<file path="config.mk">
export PLATFORM = sky130hd
export DESIGN_NAME = first_match_packet_filter_core
export DESIGN_NICKNAME = d
export VERILOG_FILES = /design/src/rtl/fmpf_pkg.sv /design/src/rtl/fmpf_cell.sv /design/src/rtl/first_match_packet_filter_core.sv
export SDC_FILE = /design/constraint.sdc
export NUM_CORES = 2
export LEC_CHECK = 0
export BUFFER_PORTS_ARGS = -buffer_cell sky130_fd_sc_hd__buf_2
export CORE_UTILIZATION = 38
export DETAILED_ROUTE_END_ITERATION = 7
export PLACE_DENSITY = 0.6
export RECOVER_POWER = 50
export SYNTH_ARGS = -nofsm -noshare
export SYNTH_HDL_FRONTEND = slang
export SYNTH_SLANG_ARGS = --single-unit
</file>
<file path="constraint.sdc">
create_clock -name clk -period 6.6 [get_ports clk]
set_input_delay 0.99 -clock clk [delete_from_list [all_inputs] [get_ports clk]]
set_output_delay 0.99 -clock clk [all_outputs]
set_load 0.1 [all_outputs]
</file>
<file path="src/rtl/fmpf_pkg.sv">
// ----------------------------------------------------------------------------
// fmpf_pkg: first-match packet filter shared definitions
// Rule layout, command codes, status codes and cell control for the filter.
// ----------------------------------------------------------------------------
package fmpf_pkg;

  localparam int MAX_RULES = 16;
  localparam int CNT_W     = $clog2(MAX_RULES + 1);
  localparam int IDX_W     = (MAX_RULES > 1) ? $clog2(MAX_RULES) : 1;

  localparam int IN_W  = 128;
  localparam int OUT_W = 40;

  localparam logic [2:0] OP_CHECK  = 3'd0;
  localparam logic [2:0] OP_ADD    = 3'd1;
  localparam logic [2:0] OP_REMOVE = 3'd2;
  localparam logic [2:0] OP_UPDATE = 3'd3;
  localparam logic [2:0] OP_CLEAR  = 3'd4;
  localparam logic [2:0] OP_SETID  = 3'd5;

  localparam logic [1:0] ST_OK        = 2'd0;
  localparam logic [1:0] ST_NOT_FOUND = 2'd1;
  localparam logic [1:0] ST_FULL      = 2'd2;

  localparam logic [1:0] CELL_HOLD  = 2'd0;
  localparam logic [1:0] CELL_LOAD  = 2'd1;
  localparam logic [1:0] CELL_SHIFT = 2'd2;
  localparam logic [1:0] CELL_CLEAR = 2'd3;

  localparam logic [15:0] ID_RESET = 16'd1;

  typedef struct packed {
    logic [15:0] id;
    logic [31:0] sip;
    logic        sip_any;
    logic [31:0] dip;
    logic        dip_any;
    logic [1:0]  proto;
    logic [15:0] sport;
    logic [15:0] dport;
    logic        allow;
    logic        enabled;
  } rule_t;

  typedef struct packed {
    logic [1:0] cmd;
  } cell_ctl_t;

endpackage

</file>
<file path="src/rtl/fmpf_cell.sv">
// ----------------------------------------------------------------------------
// fmpf_cell: one rule slot of the filter chain
// Holds one rule, compares it against the broadcast query and takes its
// upper neighbor's rule when the table closes a gap.
// ----------------------------------------------------------------------------
module fmpf_cell (
  input  logic              clk,
  input  logic              rst_n,
  input  fmpf_pkg::cell_ctl_t ctl,
  input  fmpf_pkg::rule_t   load_rule,
  input  fmpf_pkg::rule_t   nb_rule,
  input  logic              nb_valid,
  input  fmpf_pkg::rule_t   query,
  input  logic [15:0]       query_id,
  output fmpf_pkg::rule_t   rule_q,
  output logic              valid_q,
  output logic              hit,
  output logic              id_hit
);
  import fmpf_pkg::*;

  rule_t rule_r;
  logic  valid_r;

  always_ff @(posedge clk) begin
    if (!rst_n) begin
      valid_r <= 1'b0;
    end else begin
      case (ctl.cmd)
        CELL_LOAD:  valid_r <= 1'b1;
        CELL_SHIFT: valid_r <= nb_valid;
        CELL_CLEAR: valid_r <= 1'b0;
        default:    valid_r <= valid_r;
      endcase
    end
  end

  always_ff @(posedge clk) begin
    case (ctl.cmd)
      CELL_LOAD:  rule_r <= load_rule;
      CELL_SHIFT: rule_r <= nb_rule;
      default:    rule_r <= rule_r;
    endcase
  end

  assign hit = valid_r && rule_r.enabled
             && (rule_r.sip_any || (rule_r.sip == query.sip))
             && (rule_r.dip_any || (rule_r.dip == query.dip))
             && ((rule_r.proto == 2'd0) || (rule_r.proto == query.proto))
             && ((rule_r.sport == 16'd0) || (rule_r.sport == query.sport))
             && ((rule_r.dport == 16'd0) || (rule_r.dport == query.dport));

  assign id_hit  = valid_r && (rule_r.id == query_id);
  assign rule_q  = rule_r;
  assign valid_q = valid_r;

endmodule

</file>
<file path="src/rtl/first_match_packet_filter_core.sv">
// ----------------------------------------------------------------------------
// first_match_packet_filter_core: ordered first-match rule table
// Usage:
//   in_*  : one command per transfer (check, add, remove, update, clear,
//           set next id); fields packed in in_tdata as listed at the port.
//   out_* : exactly one result per command, packed in out_tdata.
//   The rules sit in a chain of cells in table order. A command is captured
//   at its transfer, then every cell compares in parallel, a priority pick
//   finds the first hit, the table is updated (a remove shifts each cell
//   above the gap down by one) and the result is registered once the
//   output register is free, which raises out_tvalid.
//   No new command is taken until the captured one has executed.
//   A new command is taken while a result still waits on out_*. If the
//   receiver stalls, the captured command waits until the output register
//   frees, and in_tready stays low meanwhile.
//   Reset empties the table and sets the next id to 1; the block is ready
//   in the first cycle after reset.
// ----------------------------------------------------------------------------
module first_match_packet_filter_core (
  input  logic                       clk,
  input  logic                       rst_n,
  input  logic                       in_tvalid,
  output logic                       in_tready,
  // opcode[2:0], rule_id[18:3], src_ip[50:19], src_ip_any[51], dst_ip[83:52],
  // dst_ip_any[84], proto[86:85], src_port[102:87], dst_port[118:103],
  // allow_action[119], rule_enabled[120], zero fill [127:121]
  input  logic [fmpf_pkg::IN_W-1:0]  in_tdata,
  output logic                       out_tvalid,
  input  logic                       out_tready,
  // status[1:0], allowed[2], matched[3], matched_rule_id[19:4],
  // assigned_id[35:20], zero fill [39:36]
  output logic [fmpf_pkg::OUT_W-1:0] out_tdata
);
  import fmpf_pkg::*;

  localparam logic ST_IDLE = 1'b0;
  localparam logic ST_EXEC = 1'b1;

  logic              state_r, state_nxt;
  logic [2:0]        op_r;
  logic [15:0]       qid_r;
  rule_t             query_r;
  logic [CNT_W-1:0]  count_r, count_nxt;
  logic [15:0]       next_id_r, next_id_nxt;
  logic              out_valid_r, out_valid_nxt;
  logic [OUT_W-1:0]  out_data_r, out_data_nxt;

  rule_t             cell_rule [MAX_RULES];
  logic [MAX_RULES-1:0] cell_valid, hit, id_hit, hit_first, id_first;
  cell_ctl_t         cell_ctl [MAX_RULES];
  rule_t             load_rule;

  logic              exec;
  logic              any_hit, any_id;
  logic [15:0]       hit_id;
  logic              hit_allow;
  logic [IDX_W-1:0]  id_idx;
  logic              full;

  logic [1:0]        o_status;
  logic              o_allowed, o_matched;
  logic [15:0]       o_mid, o_aid;

  assign in_tready = (state_r == ST_IDLE);
  assign exec      = (state_r == ST_EXEC) && (!out_valid_r || out_tready);
  assign full      = (count_r >= CNT_W'(MAX_RULES));

  always_ff @(posedge clk) begin
    if (in_tvalid && in_tready) begin
      op_r            <= in_tdata[2:0];
      qid_r           <= in_tdata[18:3];
      query_r.id      <= in_tdata[18:3];
      query_r.sip     <= in_tdata[50:19];
      query_r.sip_any <= in_tdata[51];
      query_r.dip     <= in_tdata[83:52];
      query_r.dip_any <= in_tdata[84];
      query_r.proto   <= in_tdata[86:85];
      query_r.sport   <= in_tdata[102:87];
      query_r.dport   <= in_tdata[118:103];
      query_r.allow   <= in_tdata[119];
      query_r.enabled <= in_tdata[120];
    end
  end

  genvar g;
  generate
    for (g = 0; g < MAX_RULES; g++) begin : g_cell
      rule_t nb_rule;
      logic  nb_valid;
      if (g == MAX_RULES - 1) begin : g_last
        assign nb_rule  = '0;
        assign nb_valid = 1'b0;
      end else begin : g_mid
        assign nb_rule  = cell_rule[g+1];
        assign nb_valid = cell_valid[g+1];
      end
      fmpf_cell u_cell (
        .clk       (clk),
        .rst_n     (rst_n),
        .ctl       (cell_ctl[g]),
        .load_rule (load_rule),
        .nb_rule   (nb_rule),
        .nb_valid  (nb_valid),
        .query     (query_r),
        .query_id  (qid_r),
        .rule_q    (cell_rule[g]),
        .valid_q   (cell_valid[g]),
        .hit       (hit[g]),
        .id_hit    (id_hit[g])
      );
    end
  endgenerate

  // first set bit of each flag vector, one-hot
  always_comb begin
    logic seen_h, seen_i;
    seen_h = 1'b0;
    seen_i = 1'b0;
    for (int i = 0; i < MAX_RULES; i++) begin
      hit_first[i] = hit[i] && !seen_h;
      id_first[i]  = id_hit[i] && !seen_i;
      seen_h       = seen_h || hit[i];
      seen_i       = seen_i || id_hit[i];
    end
  end

  always_comb begin
    any_hit   = |hit;
    any_id    = |id_hit;
    hit_id    = '0;
    hit_allow = 1'b0;
    id_idx    = '0;
    for (int i = 0; i < MAX_RULES; i++) begin
      hit_id    = hit_id | ({16{hit_first[i]}} & cell_rule[i].id);
      hit_allow = hit_allow | (hit_first[i] & cell_rule[i].allow);
      id_idx    = id_idx | ({IDX_W{id_first[i]}} & IDX_W'(i));
    end
  end

  always_comb begin
    load_rule    = query_r;
    load_rule.id = (op_r == OP_ADD) ? next_id_r : qid_r;
  end

  always_comb begin
    for (int i = 0; i < MAX_RULES; i++) begin
      cell_ctl[i].cmd = CELL_HOLD;
      if (exec) begin
        case (op_r)
          OP_ADD: begin
            if (!full && (count_r == CNT_W'(i))) cell_ctl[i].cmd = CELL_LOAD;
          end
          OP_REMOVE: begin
            if (any_id && (IDX_W'(i) >= id_idx)) cell_ctl[i].cmd = CELL_SHIFT;
          end
          OP_UPDATE: begin
            if (id_first[i]) cell_ctl[i].cmd = CELL_LOAD;
          end
          OP_CLEAR: cell_ctl[i].cmd = CELL_CLEAR;
          default:  cell_ctl[i].cmd = CELL_HOLD;
        endcase
      end
    end
  end

  always_comb begin
    count_nxt   = count_r;
    next_id_nxt = next_id_r;
    o_status    = ST_OK;
    o_allowed   = 1'b0;
    o_matched   = 1'b0;
    o_mid       = '0;
    o_aid       = '0;
    case (op_r)
      OP_CHECK: begin
        o_matched = any_hit;
        o_allowed = any_hit ? hit_allow : 1'b1;
        o_mid     = hit_id;
      end
      OP_ADD: begin
        if (full) begin
          o_status = ST_FULL;
        end else begin
          count_nxt   = count_r + CNT_W'(1);
          next_id_nxt = next_id_r + 16'd1;
          o_aid       = next_id_r;
        end
      end
      OP_REMOVE: begin
        if (any_id) begin
          count_nxt = count_r - CNT_W'(1);
        end else begin
          o_status = ST_NOT_FOUND;
        end
      end
      OP_UPDATE: begin
        if (!any_id) o_status = ST_NOT_FOUND;
      end
      OP_CLEAR: begin
        count_nxt   = '0;
        next_id_nxt = ID_RESET;
      end
      OP_SETID: next_id_nxt = qid_r;
      default: ;
    endcase
  end

  always_comb begin
    state_nxt     = state_r;
    out_valid_nxt = out_valid_r;
    out_data_nxt  = out_data_r;
    if (out_valid_r && out_tready) out_valid_nxt = 1'b0;
    if (state_r == ST_IDLE) begin
      if (in_tvalid) state_nxt = ST_EXEC;
    end else if (exec) begin
      state_nxt     = ST_IDLE;
      out_valid_nxt = 1'b1;
      out_data_nxt  = {4'd0, o_aid, o_mid, o_matched, o_allowed, o_status};
    end
  end

  always_ff @(posedge clk) begin
    if (!rst_n) begin
      state_r     <= ST_IDLE;
      out_valid_r <= 1'b0;
      count_r     <= '0;
      next_id_r   <= ID_RESET;
    end else begin
      state_r     <= state_nxt;
      out_valid_r <= out_valid_nxt;
      if (exec) begin
        count_r   <= count_nxt;
        next_id_r <= next_id_nxt;
      end
    end
  end

  always_ff @(posedge clk) begin
    out_data_r <= out_data_nxt;
  end

  assign out_tvalid = out_valid_r;
  assign out_tdata  = out_data_r;

endmodule

</file>
# --- Yosys cells after proc, flatten, opt, wreduce, memory -nomap -nowiden ---
# Cells that the tools add are included.
# W data, S select, Z words.
classes:
  n_eq_ne: 166
  n_lt_le_gt_ge: 17
  mux: 128
  n_reduce_logical: 410
  bitwise_logic: 78
  addsub: 3
op_table:
  columns: ["operator", "count"]
  rows:
  - ["$pmux W118 S2", 16]
  - ["$eq A32 B32 Y1", 32]
  - ["$eq A16 B16 Y1", 48]
  - ["$logic_not A16 Y1", 32]
  - ["$and A16 B16 Y16", 16]
  - ["$or A16 B16 Y16", 15]
  - ["$logic_and A1 B1 Y1", 177]
  - ["$pmux W2 S4", 16]
  - ["$logic_or A1 B1 Y1", 109]
  - ["$mux W2", 33]
  - ["$eq A2 B2 Y1 const B", 32]
  - ["$reduce_bool A3 Y1", 17]
  - ["$pmux W16 S3", 1]
  - ["$pmux W1 S3", 15]
  - ["$eq A5 B4 Y1 const B", 8]
  - ["$mux W1", 40]
  - ["$reduce_bool A2 Y1", 17]
  - ["$eq A2 B1 Y1 const B", 16]
  - ["$eq A2 B2 Y1", 16]
  - ["$ge A4 B4 Y1 const A", 8]
  - ["$logic_not A1 Y1", 32]
  - ["$logic_not A2 Y1", 16]
  - ["$mux W16", 2]
  - ["$reduce_or A16 Y1", 2]
  - ["other kinds (33)", 86]
word_totals:
  out_inout_bits: 42
  regBits: 2084

# --- Longest topological paths before layout ---
logic_depth:
  depth_word: 27
  ltp_mapped: 20

# --- By module ---
# From an unflattened synthesis, not the netlist that was laid out.
unflattened:
  hier_cells: 7733
  area_unflattened_um2: 111255.5
modules_own_cells:
  columns: ["mod", "area_per_inst_um2", "cells_each", "n_inst"]
  rows:
  - ["fmpf_cell", 6349.8, 427, 16]
  - ["first_match_packet_filter_core", 9658.0, 901, 1]

# --- Worst setup path before layout ---
# Ideal clock, no wire load.
synth_path:
  path_type: "input to register"
  from: "in in_tvalid"
  to: "reg query_r (netlist bit load_rule[0]), enable pin"
  setup_ns: 0.617
  required_time_ns: 5.983
  t_arrival_ns: 6.239
  setup_slack_ns: -0.256
  stages: 1
  path_cell_list: "nor2b_1"
synth_via:
  elab_chain_cells: 1
synth_rtl:
  columns: ["element", "line_no", "rtl"]
  rows:
  - ["start, declared", "first_match_packet_filter_core.sv:22", "input logic in_tvalid,"]
  - ["$logic_and A1 B1 Y1", "first_match_packet_filter_core.sv:69", "if (in_tvalid && in_tready) begin"]
  - ["end, declared", "first_match_packet_filter_core.sv:42", "rule_t query_r;"]
# No other way between the ends.
# A chain may end at the register's enable or synchronous reset.

# --- Final worst setup path ---
layout_path:
  from: "reg qid_r[9]"
  to: "reg g_cell[1].u_cell.rule_r (netlist bit g_cell[1].u_cell.rule_q[75]), data pin"
layout_via:
  elab_chain_cells: 26
  elab_cells_between_ends: 100
layout_rtl:
  columns: ["element", "line_no", "rtl"]
  rows:
  - ["start, declared", "first_match_packet_filter_core.sv:41", "logic [15:0] qid_r;"]
  - ["start signal, assigned", "first_match_packet_filter_core.sv:71", "qid_r <= in_tdata[18:3];"]
  - ["$eq A16 B16 Y1", "fmpf_cell.sv:53", "assign id_hit = valid_r && (rule_r.id == query_id);"]
  - ["$logic_and A1 B1 Y1", "fmpf_cell.sv:53", null]
  - ["$logic_or A1 B1 Y1", "first_match_packet_filter_core.sv:123", "seen_i = seen_i || id_hit[i];"]
  - ["$logic_not A1 Y1 / $logic_or A1 B1 Y1 (equally long branches)", "first_match_packet_filter_core.sv:121, first_match_packet_filter_core.sv:123", null]
  - ["$logic_and A1 B1 Y1, or another cell as far along", "first_match_packet_filter_core.sv:121", "id_first[i] = id_hit[i] && !seen_i;"]
  - ["$or A1 B2 Y2, or another cell as far along", "first_match_packet_filter_core.sv:136", "id_idx = id_idx | ({IDX_W{id_first[i]}} & IDX_W'(i));"]
  - ["$or A2 B2 Y2, or another cell as far along", "first_match_packet_filter_core.sv:136", null]
  - ["$or A2 B3 Y3, or another cell as far along", "first_match_packet_filter_core.sv:136", null]
  - ["(+10 left out)", null, null]
  - ["$or A4 B4 Y4", "first_match_packet_filter_core.sv:136", null]
  - ["$ge A1 B4 Y1", "first_match_packet_filter_core.sv:154", "if (any_id && (IDX_W'(i) >= id_idx)) cell_ctl[i].cmd = CELL_SHIFT;"]
  - ["$logic_and A1 B1 Y1", "first_match_packet_filter_core.sv:154", null]
  - ["$mux W2", "first_match_packet_filter_core.sv:154", null]
  - ["$pmux W2 S4 *", "first_match_packet_filter_core.sv:149", "case (op_r)"]
  - ["$mux W2 *", "first_match_packet_filter_core.sv:148", "if (exec) begin"]
  - ["$eq A2 B2 Y1 / $eq A2 B1 Y1 (equally long branches)", "fmpf_cell.sv:39", "case (ctl.cmd)"]
  - ["$pmux W118 S2 *", "fmpf_cell.sv:39", null]
  - ["end signal, assigned", "fmpf_cell.sv:40", "CELL_LOAD: rule_r <= load_rule;"]
  - ["end signal, assigned", "fmpf_cell.sv:41", "CELL_SHIFT: rule_r <= nb_rule;"]
  - ["end signal, assigned", "fmpf_cell.sv:42", "default: rule_r <= rule_r;"]
  - ["end, declared", "fmpf_cell.sv:22", "rule_t rule_r;"]
# Mark *: on every way between the ends. The rest lies on a longest branch, timed or not.

==> flow_summary.yaml <==
status:
  status: "complete, but fails checks"
  violations: "max-capacitance violations, max-slew violations"
logic_synthesis:
  synth_xor_area_frac: 0.137
  async_flop_share: 0
  synth_edf_count: 2045
  synth_mux_area_frac: 0.173
  synth_compound_area_frac: 0.0313
  synthSimpleGateAreaFrac: 0.0693
  syn_avg_cell_area_sq_um: 13.6
  synth_top_family_by_area: "multiplexers"
  yosysUniqueCellTypes: 93
  synth_warnings: 0
  synth_top_area_frac: 0.538
  yosys-top-cells-area: "edfxtp_1 (54%), mux2_2 (17%), xnor2_1 (8.1%)"
  synth_area_sq_um: 114000
  synth_ff_type: "edfxtp_1"
  ys_seq_area_frac: 0.544
  synth.most_common_cell: "edfxtp_1"
  yosys.area.top_type: "edfxtp_1"
  synthTopCellsByCount: "edfxtp_1 (2,045), mux2_2 (1,751), xnor2_1 (1,051)"
  syn_inst: 8416
  ys_seq_elements: 2084
  synthAdderAreaFrac: 0.00602
global_routing:
  grtUsageTotal: 0.206
  antenna_found_initial: 15
  grt_max_degree: 122
  grt_pass1_wl_um: 468000
  grt_pass1_vias: 70193
  gr-total-overflow: 0
final_layout:
  multiInputGateArea_sq_um: 47800
  fin_nets: 8599
  fillers: 26889
  final_util: 0.427
  layout-area-overhead-vs-synth_pct: 11.3
  drive_above_1_share: 0.299
  regArea_sq_um: 62200
route:
  routed_via_density: 5.46
  wirelength_um: 319000
  drtIter0Drc: 5886
  drt_pass1_iterations: 6
  drtAntennaViolNets: 0
  vias: 68599
  routedWlPerCell_um: 25.4
  drcViolationCount: 0
cts:
  cts_buffers: 238
  cts.path.max_buffers: 4
  cts_resized: 0
  cts_tree: "yes"
  clk_pin_slew_ns: 0.06
  cts_hold_buf: 0
  clk_latency_ns: 0.93
  postCtsSetupRepairBufs: 0
  clockRootBuffer: "clkbuf_16"
  cts_sinks: 2084
  htreeDepth: 4
worst_setup_path:
  cpMaxStageDelayCell: "edfxtp_1"
  worst_setup_path_end_kind: "flip-flop"
  critPathArrivalTime_ns: 6.66
  worstSetupPathType: "flip-flop to flip-flop"
  critPathMaxStageDelay_ns: 1.01
  crit_chain: "clkbuf_1, xnor2_1, nand4_1, or4_1, o311ai_0, a21boi_0, o32a_1, a31oi_1, nor2_1, ha_1, buf_12, mux2_2"
  path_max_fanout: 40
  cp-start-kind: "flip-flop"
  crit_required_ns: 7.24
power:
  p_leak_nw: 39.9
  power_density_nw_per_um2: 249
  peakVddDrop_uv: 249
floorplan:
  num_rows: 200
  io_pins: 174
  die-width_um: 550
  dieArea_sq_um: 303000
  initial_core_util: 0.383
  die_h_um: 550
  core_region_area_sq_um: 298000
placement:
  io_buffers: 162
  routabilityCongestion: 0.927
  hpwlAfterDp_um: 238000
hold_path:
  min_path_type: "primary input to flip-flop"
timing:
  fin_crit_sh: 0.913
  max_slew_margin: -1.95
  period_minus_slack_ns: 6.03
  rsz0062_at_grt: "no"
  setup_violations: 0
  finClkSkew_ns: 0.0547
  hold_viol_final: 0
  fmax_ghz: 0.166
  tns_ns: 0
  worst_pin_slew_ns: 4.42
  final_max_slew_viol_count: 242
  whs_ns: 0.245
job:
  drv_cap: 4
==> stage by stage <==
step | instance area (sq um) | cells | setup WS (ns) | power, W
finish | 127000 | 12558 | 0.573 | 0.0316
global route | 127000 | 12555 | 0.413 | 0.0326
CTS | 128000 | 12552 | 0.928 | 0.0319
detailed placement | 120000 | 12111 | 1.07 | 0.0188
global placement | 120000 | 12111 | 1.13 | 0.0187
floorplan | 114000 | 8419 | 0.00104 | 0.0179
==> final cells by class <==
type	instances	share of cell area
Inverter	74	0.00258
Sequential cell	2084	0.489
Antenna cell	6	0.000118
Multi-Input combinational cell	5507	0.376
Tap cell	3939	0.0387
Clock buffer	293	0.0489
Timing Repair Buffer	507	0.0345
Clock inverter	148	0.0106
==> worst paths after layout <==
path	from	end	slack [ns]	cells past startpoint
setup reg to reg	qid_r[9]	g_cell[1].u_cell.rule_q[75]	0.57	12
hold reg to reg	out_tvalid	out_tvalid	0.52	2
hold / removal	in_tdata[93]	load_rule[24]	0.25	1
setup / recovery	qid_r[9]	g_cell[1].u_cell.rule_q[75]	0.57	12
==> registers in the layout, indices dropped and copies added, names as in the netlist <==
register               flops
count_r                    5
g_cell.u_cell.rule_q    1888
g_cell.u_cell.valid_q     16
load_rule                102
next_id_r                 16
op_r                       3
out_tdata                 36
out_tvalid                 1
qid_r                     16
state_r                    1
==> cell families after synthesis <==
| family | count (synthesis) |
|---|---|
| flops | 2084 |
| xor+xnor | 1792 |
| mux | 1753 |
| simple gates | 1361 |
| buf+inv | 828 |
| compound gates | 542 |
| fa+ha+maj | 55 |
| other cells | 1 |
==> per-layer routing <==
layer / vias up / global-route usage / wire length [um]
li1: 31448 / - / -
met1: 34555 / 0.272 / 137000
met2: 2080 / 0.348 / 153000
met3: 514 / 0.0263 / 17200
met4: 2 / 0.0710 / 11100
met5: - / 0 / 12
==> worst max-delay path, delay by kind of cell (launching register included) <==
family	cells	cell delay, ns
compound gates	4	1.72
simple gates	3	1.03
flops	1	1.01
buf+inv	2	0.81
fa+ha+maj	1	0.49
mux	1	0.36
xor+xnor	1	0.23
==> report_power, final <==
| part | internal, W | leakage (nW) | switching, W |
|---|---|---|---|
| clock | 0.00750 | 3.69 | 0.00562 |
| sequential | 0.0151 | 18.9 | 0.000419 |
| combinational | 0.00133 | 17.3 | 0.00170 |
==> layout by cell type (no fill, tap or decap), types with 154 or more instances in the layout <==
master	n
edfxtp_1	2045
mux2_2	1748
xnor2_1	1051
xor2_1	741
nor4_1	417
nand4_1	322
clkbuf_16	239
buf_4	227
o21ai_0	163
nand2_1	154
Power figures use the tool's default switching activity.
